### src/hydrostatic_pressure_test_sequencer_top_assert.svh
// ----------------------------------------------------------------------------
// Assertion macros for the pressure test sequencer
// Wraps concurrent assertions so that they can be compiled out as a group.
// ----------------------------------------------------------------------------
`ifndef HYDROSTATIC_PRESSURE_TEST_SEQUENCER_TOP_ASSERT_SVH
`define HYDROSTATIC_PRESSURE_TEST_SEQUENCER_TOP_ASSERT_SVH

`ifndef NO_ASSERTIONS

// Checked at every rising edge, held off while reset is asserted.
`define HPTS_ASSERT_RST(lbl, clk, rst_n, prop) \
  lbl: assert property (@(posedge clk) disable iff (!rst_n) prop) \
    else $error("hpts assertion failed");

// Checked at every rising edge, including during reset.
`define HPTS_ASSERT_ALWAYS(lbl, clk, prop) \
  lbl: assert property (@(posedge clk) prop) \
    else $error("hpts assertion failed");

`else

`define HPTS_ASSERT_RST(lbl, clk, rst_n, prop)
`define HPTS_ASSERT_ALWAYS(lbl, clk, prop)

`endif

`endif

### src/hpts_pkg.sv
// ----------------------------------------------------------------------------
// Pressure test sequencer package
// Shared types, register indexes and codes of the pressure test sequencer.
// ----------------------------------------------------------------------------
package hpts_pkg;

  // Operation codes of an input request.
  localparam logic [1:0] OP_SAMPLE = 2'd0;
  localparam logic [1:0] OP_SECOND = 2'd1;
  localparam logic [1:0] OP_LOGIC  = 2'd2;
  localparam logic [1:0] OP_STOP   = 2'd3;

  // Inverter run commands.
  localparam logic [1:0] RUN_NONE  = 2'd0;
  localparam logic [1:0] RUN_START = 2'd1;
  localparam logic [1:0] RUN_STOP  = 2'd2;

  // Test phases.
  localparam logic [2:0] PH_IDLE      = 3'd0;
  localparam logic [2:0] PH_PREP      = 3'd1;
  localparam logic [2:0] PH_RAMP_WORK = 3'd2;
  localparam logic [2:0] PH_HOLD_WORK = 3'd3;
  localparam logic [2:0] PH_RAMP_TEST = 3'd4;
  localparam logic [2:0] PH_HOLD_TEST = 3'd5;
  localparam logic [2:0] PH_PUMPDOWN  = 3'd6;
  localparam logic [2:0] PH_FINISH    = 3'd7;

  // Configuration register indexes.
  localparam int unsigned CFG_IDX_W = 3;
  localparam int unsigned CFG_DATA_W = 16;
  localparam logic [CFG_IDX_W-1:0] CFG_WORKING_PRESSURE = 3'd0;
  localparam logic [CFG_IDX_W-1:0] CFG_TEST_PRESSURE    = 3'd1;
  localparam logic [CFG_IDX_W-1:0] CFG_WORKING_HOLD     = 3'd2;
  localparam logic [CFG_IDX_W-1:0] CFG_TEST_HOLD        = 3'd3;
  localparam logic [CFG_IDX_W-1:0] CFG_PRESENCE_THRESH  = 3'd4;
  localparam logic [CFG_IDX_W-1:0] CFG_RAMP_STEP        = 3'd5;
  localparam logic [CFG_IDX_W-1:0] CFG_PUMP_FREQUENCY   = 3'd6;

  // Logic ticks per reference step.
  localparam logic [3:0] SLOW_DIVIDE = 4'd10;

  typedef struct packed {
    logic [15:0] working_pressure;
    logic [15:0] test_pressure;
    logic [7:0]  working_hold_seconds;
    logic [7:0]  test_hold_seconds;
    logic [15:0] presence_threshold;
    logic [15:0] ramp_step;
    logic [15:0] pump_frequency;
  } cfg_t;

  typedef struct packed {
    logic [1:0]  op;
    logic [15:0] pressure;
    logic        start_button;
  } in_item_t;

  typedef struct packed {
    logic [2:0]  phase;
    logic        drive_valid;
    logic [15:0] drive_freq;
    logic [1:0]  run_cmd;
    logic        valve_open;
    logic        log_valid;
    logic [15:0] log_sample;
    logic        test_done;
    logic [15:0] reference_now;
    logic        is_running;
    logic [7:0]  hold_remaining;
  } out_item_t;

endpackage

### src/hpts_if.sv
// ----------------------------------------------------------------------------
// Pressure test sequencer channels
// Valid/ready channels for sample requests and for sequencer results.
// ----------------------------------------------------------------------------
interface hpts_in_if;
  logic        valid;
  logic        ready;
  logic [1:0]  op;
  logic [15:0] pressure;
  logic        start_button;

  modport source (output valid, output op, output pressure, output start_button,
                  input ready);
  modport sink (input valid, input op, input pressure, input start_button,
                output ready);
endinterface

interface hpts_out_if;
  logic        valid;
  logic        ready;
  logic [2:0]  phase;
  logic        drive_valid;
  logic [15:0] drive_freq;
  logic [1:0]  run_cmd;
  logic        valve_open;
  logic        log_valid;
  logic [15:0] log_sample;
  logic        test_done;
  logic [15:0] reference_now;
  logic        is_running;
  logic [7:0]  hold_remaining;

  modport source (output valid, output phase, output drive_valid, output drive_freq,
                  output run_cmd, output valve_open, output log_valid,
                  output log_sample, output test_done, output reference_now,
                  output is_running, output hold_remaining, input ready);
  modport sink (input valid, input phase, input drive_valid, input drive_freq,
                input run_cmd, input valve_open, input log_valid,
                input log_sample, input test_done, input reference_now,
                input is_running, input hold_remaining, output ready);
endinterface

### src/hpts_cfg.sv
// ----------------------------------------------------------------------------
// Pressure test sequencer configuration registers
// Holds the test targets, hold times, threshold, ramp step and pump frequency.
// ----------------------------------------------------------------------------
module hpts_cfg (
  input  logic                            clk,
  input  logic                            rst_n,
  input  logic                            cfg_we,
  input  logic [hpts_pkg::CFG_IDX_W-1:0]  cfg_index,
  input  logic [hpts_pkg::CFG_DATA_W-1:0] cfg_wdata,
  output hpts_pkg::cfg_t                  cfg
);
  import hpts_pkg::*;

  cfg_t cfg_r;
  cfg_t cfg_nxt;

  always_comb begin
    cfg_nxt = cfg_r;
    if (cfg_we) begin
      unique case (cfg_index)
        CFG_WORKING_PRESSURE: cfg_nxt.working_pressure = cfg_wdata;
        CFG_TEST_PRESSURE:    cfg_nxt.test_pressure = cfg_wdata;
        CFG_WORKING_HOLD:     cfg_nxt.working_hold_seconds = cfg_wdata[7:0];
        CFG_TEST_HOLD:        cfg_nxt.test_hold_seconds = cfg_wdata[7:0];
        CFG_PRESENCE_THRESH:  cfg_nxt.presence_threshold = cfg_wdata;
        CFG_RAMP_STEP:        cfg_nxt.ramp_step = cfg_wdata;
        CFG_PUMP_FREQUENCY:   cfg_nxt.pump_frequency = cfg_wdata;
        default: ;
      endcase
    end
  end

  always_ff @(posedge clk) begin
    if (!rst_n) begin
      cfg_r.working_pressure     <= 16'd10000;
      cfg_r.test_pressure        <= 16'd15000;
      cfg_r.working_hold_seconds <= 8'd180;
      cfg_r.test_hold_seconds    <= 8'd120;
      cfg_r.presence_threshold   <= 16'd300;
      cfg_r.ramp_step            <= 16'd83;
      cfg_r.pump_frequency       <= 16'd5000;
    end else begin
      cfg_r <= cfg_nxt;
    end
  end

  assign cfg = cfg_r;

endmodule

### src/hpts_core.sv
// ----------------------------------------------------------------------------
// Pressure test sequencer core
// Input register, phase and timer update logic, and the result register.
// ----------------------------------------------------------------------------
`include "hydrostatic_pressure_test_sequencer_top_assert.svh"

module hpts_core (
  input  logic                clk,
  input  logic                rst_n,
  input  hpts_pkg::cfg_t      cfg,
  input  logic                in_valid,
  output logic                in_ready,
  input  hpts_pkg::in_item_t  in_data,
  output logic                out_valid,
  input  logic                out_ready,
  output hpts_pkg::out_item_t out_data
);
  import hpts_pkg::*;

  logic      s1_v_r, s1_v_nxt;
  in_item_t  s1_d_r;
  logic      ov_r, ov_nxt;
  out_item_t od_r, res;

  logic [2:0]  ph_r, ph_nxt, ph_mid;
  logic [7:0]  hold_r, hold_nxt;
  logic [15:0] ref_r, ref_nxt;
  logic        run_r, run_nxt;
  logic [3:0]  sd_r, sd_nxt, sd_inc;
  logic [16:0] ref_sum;

  logic can_out, s1_adv, in_acc;

  // The result register frees up when it is empty or being taken this cycle.
  assign can_out  = !ov_r || out_ready;
  assign s1_adv   = s1_v_r && can_out;
  assign in_ready = !s1_v_r || can_out;
  assign in_acc   = in_valid && in_ready;

  always_comb begin
    s1_v_nxt = s1_v_r;
    if (in_acc) begin
      s1_v_nxt = 1'b1;
    end else if (s1_adv) begin
      s1_v_nxt = 1'b0;
    end
    ov_nxt = ov_r;
    if (s1_adv) begin
      ov_nxt = 1'b1;
    end else if (out_ready) begin
      ov_nxt = 1'b0;
    end
  end

  assign ref_sum = {1'b0, ref_r} + {1'b0, cfg.ramp_step};
  assign sd_inc  = sd_r + 4'd1;

  always_comb begin
    ph_nxt   = ph_r;
    ph_mid   = ph_r;
    hold_nxt = hold_r;
    ref_nxt  = ref_r;
    run_nxt  = run_r;
    sd_nxt   = sd_r;
    res      = '0;
    unique case (s1_d_r.op)
      OP_SAMPLE: begin
        unique case (ph_r)
          PH_IDLE: begin
            if (run_r) begin
              res.run_cmd = RUN_START;
              ph_mid = PH_PREP;
            end
          end
          PH_PREP: begin
            if (s1_d_r.pressure > cfg.presence_threshold) ph_mid = PH_RAMP_WORK;
          end
          PH_RAMP_WORK: begin
            if (s1_d_r.pressure >= cfg.working_pressure) begin
              ph_mid = PH_HOLD_WORK;
              hold_nxt = cfg.working_hold_seconds;
            end
            res.log_valid = 1'b1;
          end
          PH_HOLD_WORK: begin
            if (hold_r == 8'd0) ph_mid = PH_RAMP_TEST;
            res.log_valid = 1'b1;
          end
          PH_RAMP_TEST: begin
            if (s1_d_r.pressure > cfg.test_pressure) begin
              ph_mid = PH_HOLD_TEST;
              hold_nxt = cfg.test_hold_seconds;
            end
            res.log_valid = 1'b1;
          end
          PH_HOLD_TEST: begin
            if (hold_r == 8'd0) ph_mid = PH_PUMPDOWN;
            res.log_valid = 1'b1;
          end
          PH_PUMPDOWN: begin
            if (s1_d_r.pressure < cfg.presence_threshold) ph_mid = PH_FINISH;
            res.log_valid = 1'b1;
          end
          default: ;
        endcase
        if (res.log_valid) res.log_sample = s1_d_r.pressure;
        ph_nxt = ph_mid;

        // Drive decision is made on the phase just reached.
        unique case (ph_mid)
          PH_PREP: begin
            res.drive_valid = 1'b1;
            res.drive_freq  = cfg.pump_frequency;
          end
          PH_RAMP_WORK, PH_HOLD_WORK, PH_RAMP_TEST, PH_HOLD_TEST: begin
            res.drive_valid = 1'b1;
            res.drive_freq  = (s1_d_r.pressure < ref_r) ? cfg.pump_frequency : 16'd0;
          end
          PH_PUMPDOWN: begin
            res.valve_open = 1'b1;
            res.run_cmd    = RUN_STOP;
          end
          PH_FINISH: begin
            ph_nxt = PH_IDLE;
            run_nxt = 1'b0;
            res.test_done = 1'b1;
          end
          default: ;
        endcase
      end
      OP_SECOND: begin
        if (hold_r != 8'd0) hold_nxt = hold_r - 8'd1;
      end
      OP_LOGIC: begin
        sd_nxt = sd_inc;
        if (sd_inc == SLOW_DIVIDE) begin
          sd_nxt = 4'd0;
          if (!run_r) begin
            res.run_cmd = RUN_STOP;
            ph_nxt = PH_IDLE;
          end
          // A forced idle leaves the reference alone, so only a running test ramps.
          if (run_r && ph_r == PH_RAMP_WORK && ref_sum < {1'b0, cfg.working_pressure}) begin
            ref_nxt = ref_sum[15:0];
          end
          if (run_r && ph_r == PH_RAMP_TEST && ref_sum < {1'b0, cfg.test_pressure}) begin
            ref_nxt = ref_sum[15:0];
          end
        end
        run_nxt = s1_d_r.start_button;
      end
      OP_STOP: begin
        ph_nxt = PH_IDLE;
        hold_nxt = 8'd0;
        run_nxt = 1'b0;
      end
    endcase
    res.phase          = ph_nxt;
    res.reference_now  = ref_nxt;
    res.is_running     = run_nxt;
    res.hold_remaining = hold_nxt;
  end

  always_ff @(posedge clk) begin
    if (!rst_n) begin
      s1_v_r <= 1'b0;
      ov_r   <= 1'b0;
      ph_r   <= PH_IDLE;
      hold_r <= 8'd0;
      ref_r  <= 16'd0;
      run_r  <= 1'b0;
      sd_r   <= 4'd0;
    end else begin
      s1_v_r <= s1_v_nxt;
      ov_r   <= ov_nxt;
      if (s1_adv) begin
        ph_r   <= ph_nxt;
        hold_r <= hold_nxt;
        ref_r  <= ref_nxt;
        run_r  <= run_nxt;
        sd_r   <= sd_nxt;
      end
    end
  end

  always_ff @(posedge clk) begin
    if (in_acc) s1_d_r <= in_data;
    if (s1_adv) od_r <= res;
  end

  assign out_valid = ov_r;
  assign out_data  = od_r;

  // The finish phase is left within the same request and is never stored.
  `HPTS_ASSERT_RST(a_no_stored_finish, clk, rst_n, ph_r != PH_FINISH)
  // Preparation is only entered from idle.
  `HPTS_ASSERT_RST(a_prep_from_idle, clk, rst_n,
    (ph_r == PH_PREP && $past(ph_r) != PH_PREP) |-> $past(ph_r) == PH_IDLE)
  // A request held in the input register is not dropped while the output stalls.
  `HPTS_ASSERT_RST(a_s1_held, clk, rst_n, (s1_v_r && !can_out) |=> s1_v_r)
  // The tick divider wraps before reaching its limit.
  `HPTS_ASSERT_RST(a_div_range, clk, rst_n, sd_r < SLOW_DIVIDE)

endmodule

### src/hydrostatic_pressure_test_sequencer_top.sv
// ----------------------------------------------------------------------------
// Hydrostatic pressure test sequencer
// A request accepted into the input register has its result stored in the result register once the output can take it.
// Throughput: one request per cycle while the output channel takes each result; a stalled output holds the input.
// The input register and the result register part the two channels.
// Reset: synchronous, active low; clears phase, hold timer, reference, run flag,
// tick divider and both valid flags; configuration registers take defaults.
// ----------------------------------------------------------------------------
module hydrostatic_pressure_test_sequencer_top (
  input  logic                            clk,
  input  logic                            rst_n,
  hpts_in_if.sink                         in_ch,
  hpts_out_if.source                      out_ch,
  input  logic                            cfg_we,
  input  logic [hpts_pkg::CFG_IDX_W-1:0]  cfg_index,
  input  logic [hpts_pkg::CFG_DATA_W-1:0] cfg_wdata
);
  import hpts_pkg::*;

  cfg_t      cfg;
  in_item_t  in_data;
  out_item_t out_data;

  assign in_data.op           = in_ch.op;
  assign in_data.pressure     = in_ch.pressure;
  assign in_data.start_button = in_ch.start_button;

  hpts_cfg u_cfg (
    .clk       (clk),
    .rst_n     (rst_n),
    .cfg_we    (cfg_we),
    .cfg_index (cfg_index),
    .cfg_wdata (cfg_wdata),
    .cfg       (cfg)
  );

  hpts_core u_core (
    .clk       (clk),
    .rst_n     (rst_n),
    .cfg       (cfg),
    .in_valid  (in_ch.valid),
    .in_ready  (in_ch.ready),
    .in_data   (in_data),
    .out_valid (out_ch.valid),
    .out_ready (out_ch.ready),
    .out_data  (out_data)
  );

  assign out_ch.phase          = out_data.phase;
  assign out_ch.drive_valid    = out_data.drive_valid;
  assign out_ch.drive_freq     = out_data.drive_freq;
  assign out_ch.run_cmd        = out_data.run_cmd;
  assign out_ch.valve_open     = out_data.valve_open;
  assign out_ch.log_valid      = out_data.log_valid;
  assign out_ch.log_sample     = out_data.log_sample;
  assign out_ch.test_done      = out_data.test_done;
  assign out_ch.reference_now  = out_data.reference_now;
  assign out_ch.is_running     = out_data.is_running;
  assign out_ch.hold_remaining = out_data.hold_remaining;

endmodule
### src/flat_wrapper.sv
// flat-port wrapper written by rule: the top's interface ports become plain ports
module hydrostatic_pressure_test_sequencer_top_flat import hpts_pkg::*;
  (clk, rst_n, cfg_we, cfg_index, cfg_wdata, in_ch_valid, in_ch_op, in_ch_pressure, in_ch_start_button, in_ch_ready, out_ch_valid, out_ch_phase, out_ch_drive_valid, out_ch_drive_freq, out_ch_run_cmd, out_ch_valve_open, out_ch_log_valid, out_ch_log_sample, out_ch_test_done, out_ch_reference_now, out_ch_is_running, out_ch_hold_remaining, out_ch_ready);
  hpts_in_if in_ch_i ();
  hpts_out_if out_ch_i ();
  input  logic clk;
  input  logic rst_n;
  input  logic cfg_we;
  input  logic [hpts_pkg::CFG_IDX_W-1:0] cfg_index;
  input  logic [hpts_pkg::CFG_DATA_W-1:0] cfg_wdata;
  input wire logic [$bits(in_ch_i.valid)-1:0] in_ch_valid;
  input wire logic [$bits(in_ch_i.op)-1:0] in_ch_op;
  input wire logic [$bits(in_ch_i.pressure)-1:0] in_ch_pressure;
  input wire logic [$bits(in_ch_i.start_button)-1:0] in_ch_start_button;
  output wire logic [$bits(in_ch_i.ready)-1:0] in_ch_ready;
  output wire logic [$bits(out_ch_i.valid)-1:0] out_ch_valid;
  output wire logic [$bits(out_ch_i.phase)-1:0] out_ch_phase;
  output wire logic [$bits(out_ch_i.drive_valid)-1:0] out_ch_drive_valid;
  output wire logic [$bits(out_ch_i.drive_freq)-1:0] out_ch_drive_freq;
  output wire logic [$bits(out_ch_i.run_cmd)-1:0] out_ch_run_cmd;
  output wire logic [$bits(out_ch_i.valve_open)-1:0] out_ch_valve_open;
  output wire logic [$bits(out_ch_i.log_valid)-1:0] out_ch_log_valid;
  output wire logic [$bits(out_ch_i.log_sample)-1:0] out_ch_log_sample;
  output wire logic [$bits(out_ch_i.test_done)-1:0] out_ch_test_done;
  output wire logic [$bits(out_ch_i.reference_now)-1:0] out_ch_reference_now;
  output wire logic [$bits(out_ch_i.is_running)-1:0] out_ch_is_running;
  output wire logic [$bits(out_ch_i.hold_remaining)-1:0] out_ch_hold_remaining;
  input wire logic [$bits(out_ch_i.ready)-1:0] out_ch_ready;
  assign in_ch_i.valid = in_ch_valid;
  assign in_ch_i.op = in_ch_op;
  assign in_ch_i.pressure = in_ch_pressure;
  assign in_ch_i.start_button = in_ch_start_button;
  assign in_ch_ready = in_ch_i.ready;
  assign out_ch_valid = out_ch_i.valid;
  assign out_ch_phase = out_ch_i.phase;
  assign out_ch_drive_valid = out_ch_i.drive_valid;
  assign out_ch_drive_freq = out_ch_i.drive_freq;
  assign out_ch_run_cmd = out_ch_i.run_cmd;
  assign out_ch_valve_open = out_ch_i.valve_open;
  assign out_ch_log_valid = out_ch_i.log_valid;
  assign out_ch_log_sample = out_ch_i.log_sample;
  assign out_ch_test_done = out_ch_i.test_done;
  assign out_ch_reference_now = out_ch_i.reference_now;
  assign out_ch_is_running = out_ch_i.is_running;
  assign out_ch_hold_remaining = out_ch_i.hold_remaining;
  assign out_ch_i.ready = out_ch_ready;
  hydrostatic_pressure_test_sequencer_top u_core (.clk(clk), .rst_n(rst_n), .in_ch(in_ch_i), .out_ch(out_ch_i), .cfg_we(cfg_we), .cfg_index(cfg_index), .cfg_wdata(cfg_wdata));
endmodule
### config.mk
export PLATFORM = sky130hd
export DESIGN_NAME = hydrostatic_pressure_test_sequencer_top_flat
export DESIGN_NICKNAME = d
export VERILOG_FILES = /design/src/hpts_pkg.sv /design/src/hpts_if.sv /design/src/hpts_cfg.sv /design/src/hpts_core.sv /design/src/hydrostatic_pressure_test_sequencer_top.sv /design/src/flat_wrapper.sv
export VERILOG_INCLUDE_DIRS = /design/src /design/src/src
export SDC_FILE = /design/constraint.sdc
export NUM_CORES = 1
export LEC_CHECK = 0
export ABC_AREA = 1
export BUFFER_PORTS_ARGS = -buffer_cell sky130_fd_sc_hd__buf_2
export CAP_MARGIN = 20
export CORE_MARGIN = 2
export CORE_UTILIZATION = 30
export DETAILED_ROUTE_END_ITERATION = 8
export PLACE_DENSITY = 0.46
export REMOVE_ABC_BUFFERS = 1
export SETUP_SLACK_MARGIN = 0.15
export SLEW_MARGIN = 20
export SYNTH_ARGS = -nofsm -noshare
export SYNTH_HDL_FRONTEND = slang
export SYNTH_SLANG_ARGS = --single-unit
### constraint.sdc
create_clock -name clk -period 5 [get_ports clk]
set_clock_uncertainty 0.05 [all_clocks]
set_input_delay 0.25 -clock clk [delete_from_list [all_inputs] [get_ports clk]]
set_output_delay 0.25 -clock clk [all_outputs]
set_load 0.03 [all_outputs]
# Yosys cells after proc, flatten, opt, wreduce, memory -nomap -nowiden
# Cells that the tools add are included.
# word_totals
reg_bits	215
in_bits	43
out_inout_bits	68
wordCells	129
# classes
addsub	3
n_lt_le_gt_ge	7
n_eq_ne	23
mux	40
reduce_logical	28
# op_table
operator	n
16-bit two-way mux	5
3-bit two-way mux	12
17-bit by 16-bit less-than comparator with 1-bit output	2
17-bit case mux with 2 select lines	1
16-bit greater-than comparator	2
16-bit less-than comparator	2
3-bit equality test (second input constant)	10
8-bit two-way mux	3
8-bit case mux with 3 select lines	1
3-bit case mux with 7 select lines	1
3-bit by 2-bit equality test with 1-bit output (second input constant)	6
2-bit AND reduction	9
16-bit by 16-bit adder with 17-bit output	1
16-bit >= comparator	1
8-bit case mux with 2 select lines	1
1-bit two-way mux	10
3-bit by 1-bit equality test with 1-bit output (second input constant)	3
3-bit case mux with 3 select lines	1
8-bit logical NOT	1
8-bit nonzero test	1
8-bit by 1-bit subtractor with 8-bit output (second input constant)	1
1-bit logical AND	6
3-bit logical NOT	2
5-bit OR reduction	1
13 further kinds	18

# Depth between registers and ports, before layout
# depth
word_depth	7
ltp_mapped	26
mapped_depth_nobuf	25

# Cells and area by module
# From an unflattened synthesis, not the netlist that was laid out.
# unflattened
hier_cells	1612
area_unflattened_um2	12473.2
# by_module_without_submodules
mod	n_inst	cells_per_inst	area_per_inst_um2
hpts_core	1	1091	8723.4
hpts_cfg	1	521	3749.8

# Least setup slack after synthesis
# OpenSTA, ideal clock, no wires.
# synth_timing
path_type	reg-to-reg
from	register u_core.u_core.ref_r[0]
to	register u_core.u_core.od_r, in the netlist u_core.u_core.out_data[10], data pin
setup_ps	254
arrival_time_ps	3215
t_required_ps	4696
setup_slack_ps	1481
path_stages_with_launch	25
n_path_buf	1
path_cell_list	dfxtp_1 -> ha_1 -> fa_1 -> nand3_1 -> nand2_1 -> a21boi_0 -> o21ai_0 -> nand2_1 -> nand2_1 -> xnor2_1 -> inv_1 -> ha_1 -> a21oi_1 -> nor2_1 -> a211oi_1 -> nand2_1 -> nand2_1 -> nand2_1 -> nand2_1 -> nand2_1 -> nand2_1 -> nand2_2 -> buf_4 -> nand2_1 -> nand2_1
# synth_between
elab_chain_cells	7
# synth_lines
element	line_no	rtl
start: declaration	hpts_core.sv:27	logic [15:0] ref_r, ref_nxt;
start signal: assignment	hpts_core.sv:179	ref_r <= ref_nxt;
16-bit by 16-bit adder with 17-bit output (*)	hpts_core.sv:55	assign ref_sum = {1'b0, ref_r} + {1'b0, cfg.ramp_step};
17-bit by 16-bit less-than comparator with 1-bit output	hpts_core.sv:143	if (run_r && ph_r == PH_RAMP_WORK && ref_sum < {1'b0, cfg.working_pressure}) begin
1-bit logical AND	hpts_core.sv:143	
16-bit two-way mux	hpts_core.sv:143	
16-bit two-way mux (*)	hpts_core.sv:146	if (run_r && ph_r == PH_RAMP_TEST && ref_sum < {1'b0, cfg.test_pressure}) begin
16-bit two-way mux (*)	hpts_core.sv:136	if (sd_inc == SLOW_DIVIDE) begin
16-bit two-way mux (*)	hpts_core.sv:66	unique case (s1_d_r.op)
named net u_core.u_core.ref_nxt[1]	hpts_core.sv:27	
end signal: assignment	hpts_core.sv:188	if (s1_adv) od_r <= res;
end: declaration	hpts_core.sv:23	out_item_t od_r, res;
# Mark *: on every way through the listed nets, which the timed path passes. The rest lies on a longest branch.
# A chain may end at the register's enable or synchronous reset.

# Final worst setup path
# layout_timing
from	register u_core.u_core.ref_r[0]
to	register u_core.u_core.od_r, in the netlist u_core.u_core.out_data[14], data pin
# Same word-level chain as after synthesis.

==> flow_metrics.tcl <==
set metrics [dict create \
    outcome "finished clean" \
    cts_max_level 1 \
    drive_gt1_share_pct 12.2 \
    clockPowerShare_pct 42.8 \
    met3_length_um 1110 \
    cpMostUsedCell "nand2_1" \
    drtIter0Drc 482 \
    synth_fa_ha_area_share_pct 12.2 \
    ys.flop_type "dfxtp_1" \
    dr.max_layer_used "met4" \
    register_area_um2 5150 \
    critPathKind "reg -> reg" \
    report.final.slew_viol_count 0 \
    final_cells 2160 \
    required_ns 5.25 \
    muxShareOfSynthArea_pct 0 \
    start_util_pct 30.4 \
    power_frac_comb_pct 15.6 \
    cts_root_buffer "clkbuf_16" \
    yosys.area.top_type_share_pct 22.1 \
    die_w_um 202 \
    setup_slack_ns 0.755 \
    yosys.area_share.simple_pct 21.6 \
    hold_viol 0 \
    die_y_um 202 \
    finalWirelength_um 35800 \
    stdcell_area_um2 14100 \
    r2r-end "u_core.u_core.out_data[14]$_DFFE_PP_" \
    r2r_start "u_core.u_core.ref_r[0]$_SDFFE_PN0P_" \
    antenna_found_initial 0 \
    max_stage_delay_ns 0.41 \
    synth_largest_area_cell "dfxtp_1" \
    cts_tree "yes" \
    place_inst 2080 \
    coreArea_um2 38700 \
    synth-seq-area-share_pct 43.7 \
    n_fill_cell 4140 \
    fin_nets 1778 \
    grt_max_degree 56 \
    fmax_mhz 236 \
    tightest_slew_ns 0.792 \
    netlist_top_cells_area "dfxtp_1 (22%), edfxtp_1 (22%), ha_1 (12%)" \
    syn_area_um2 11800 \
    cts_resized 0 \
    synth-seq-cells 215 \
    period_share_pct 84.9 \
    diodes 0 \
    path_cells "ha_1 > fa_1 > nand3_1 > nand2_1 > a21boi_0 > o21ai_0 > nand2_1 > nand2_1 > xnor2_1 > inv_1 > ha_1 > a21oi_1 > nor2_1 > a211oi_1 > nand2_1 > nand2_1 > nand2_1 > nand2_1 > nand2_1 > nand2_1 > nand2_2 > nand2_1 > nand2_1" \
    relSlewSlack_pct 47.1 \
    grt_use_total_pct 17.6 \
    p_seq_share_pct 41.6 \
    synth.avg_cell_area_um2 7.95 \
    cts_sinks 215 \
    rsz0062_at_grt "false" \
    cp-start-kind "flip-flop" \
    io_pins 111 \
    min_path_type "in -> reg" \
    cts.clk_slew.worst_paths_ns 0.06 \
    clock_latency_ns 0.55 \
    yosys.area_share.xor_xnor_pct 1.56 \
    grt_pass1_vias 9947 \
    dieArea_um2 40900 \
    p_switching_mw 1.36 \
    drtAntennaViolNets 0 \
    synth_top_family_by_area "simple AND/OR/NAND/NOR gates" \
    p_leak_nw 6.70 \
    port_buffers 110 \
    hold_start "cfg_wdata[4]" \
    worst_r2r_path_depth 23 \
    drt-pass1-iter-count 5 \
    synth_edf_count 85 \
    setup_tns_ns 0 \
    min_to "u_core.u_cfg.cfg[84]$_SDFFE_PN1P_" \
    power_switching_share_pct 28.7 \
    gr-total-overflow 0 \
    placed_cell_area_um2 12900 \
    synth_async_sr_flop_share_pct 0 \
    syn2layout_area_growth_pct 19.7 \
    cp.arrival_ns 4.50 \
    vias 10065 \
    yosys_warnings 0 \
    netlist_top_cells_count "nand2_1 (314), inv_1 (204), nor2_1 (134)" \
    grt_first_pass_wirelength_um 56400 \
    synth_compound_area_share_pct 12.6 \
    critPathSlowestCell "fa_1" \
    drv_cap 0 \
    p_int_mw 3.38 \
    worstPathMaxFanout 16 \
    synthDistinctLibCells 40 \
    hold_path_depth 3 \
    power_density_nw_per_um2 336 \
    drcViolationCount 0 \
    dp_hpwl_um 26400 \
    place_congestion 0.854 \
    synth_cells 1482 \
    yosysMostFrequentCell "nand2_1" \
    regToRegSetupSlack_ns 0.76 \
    cts_buffers 27 \
    ir_drop_uv 191 \
    cp-end-kind "flip-flop" \
    post_drt_via_cell_ratio 4.66 \
    rows 72 \
    met1Wirelength_um 17900 \
    multiInputGateArea_um2 5650 \
    drt-wirelength-per-cell_um 16.6 \
    fin_crit_ns 4.24 \
    wl_met2_um 16300 \
    cts_buffer_depth 3 \
    setup_violations 0 \
    place_ws_ns 0.777 \
]
[cell families after synthesis]
family                   count (synthesis)
AO/OA/AOI/OAI                          270
AND/OR/NAND/NOR                        607
flip-flops                             215
buffers and inverters                  255
adder cells (fa/ha/maj)                114
XOR/XNOR                                21
[cells in the final DEF (no fill, tap or decap), drive strengths merged, types with 11 or more instances in the layout]
master         n
edfxtp        85
nand4         15
o211ai        20
clkbuf        36
inv          213
dfxtp        130
a21oi        140
nand2        320
dlygate4sd3   30
buf          122
clkinv        11
nand3        117
xor2          19
o21ai         94
nor2         139
ha           113
[sequential cells by signal, indices dropped and copies added, names as in the netlist, 3 cells and up]
register,cells
u_core.u_core.sd_r,4
u_core.u_core.ref_r,16
u_core.u_core.hold_r,8
u_core.u_core.out_data,66
u_core.u_core.ph_r,3
u_core.u_core.s1_d_r,19
u_core.u_cfg.cfg,96
[power groups by stage]
stage	clock [mW]	combinational, mW	sequential [mW]
after floorplan	0	0.442	2.04
after global placement	0	0.722	2.01
after detailed placement	0	0.730	2.01
after CTS	2.08	0.751	1.97
after global routing	2.15	0.851	1.98
final	2.03	0.741	1.97
[metal layers]
layer	GRT usage, %	up-vias
li1	-	5196
met1	24.5	4700
met2	29.2	134
met3	2.29	35
met4	3.62	0
met5	0	-
[final cells by class]
type	count	area share, %
clock inverter	14	1.10
clock buffer	36	5.39
sequential	215	36.5
multi-input combinational	1012	40.0
timing repair buffer	152	6.67
tap	518	4.59
inverter	213	5.69
[critical path, delay by kind of cell (launching register included)]
family,cells,cell delay (ns)
and+or+nand+nor,14,1.56
xor gates and xnor gates,1,0.22
adders and majority gates,3,0.93
buffers and inverters,1,0.11
DFF,1,0.34
AOI/OAI and AO/OA,4,0.78
[how the worst max path moves through the flow]
stage	end	depth (start not counted)	slack [ns]	start
3_3_place_gp	u_core.u_core.out_data[10]$_DFFE_PP_	23	0.92	u_core.u_core.ref_r[0]$_SDFFE_PN0P_
6_report	u_core.u_core.out_data[14]$_DFFE_PP_	23	0.76	u_core.u_core.ref_r[0]$_SDFFE_PN0P_
2_1_floorplan	u_core.u_core.ref_r[0]$_SDFFE_PN0P_	25	1.31	u_core.u_core.ref_r[0]$_SDFFE_PN0P_
3_5_place_dp	u_core.u_core.out_data[14]$_DFFE_PP_	23	0.78	u_core.u_core.ref_r[0]$_SDFFE_PN0P_
4_1_cts	u_core.u_core.out_data[14]$_DFFE_PP_	23	0.75	u_core.u_core.ref_r[0]$_SDFFE_PN0P_
5_1_grt	u_core.u_core.ref_r[7]$_SDFFE_PN0P_	25	0.34	u_core.u_core.ref_r[0]$_SDFFE_PN0P_
[repair_timing]
item                                   in CTS  in global routing
setup buffers                               0                  0
hold buffers                               30                  0
endpoints found under the hold margin      36                  0
[through the flow]
step           utilization [%]  hold WS [ns]  power (mW)
3_5_place_dp              33.3         0.380        2.74
5_1_grt                   36.4        0.0270        4.98
6_report                  36.4        0.0232        4.74
3_3_place_gp              33.3         0.379        2.73
4_1_cts                   36.4      0.000720        4.80
2_1_floorplan                -         0.284        2.48
Note: power is estimated with default switching activity, not from simulation.
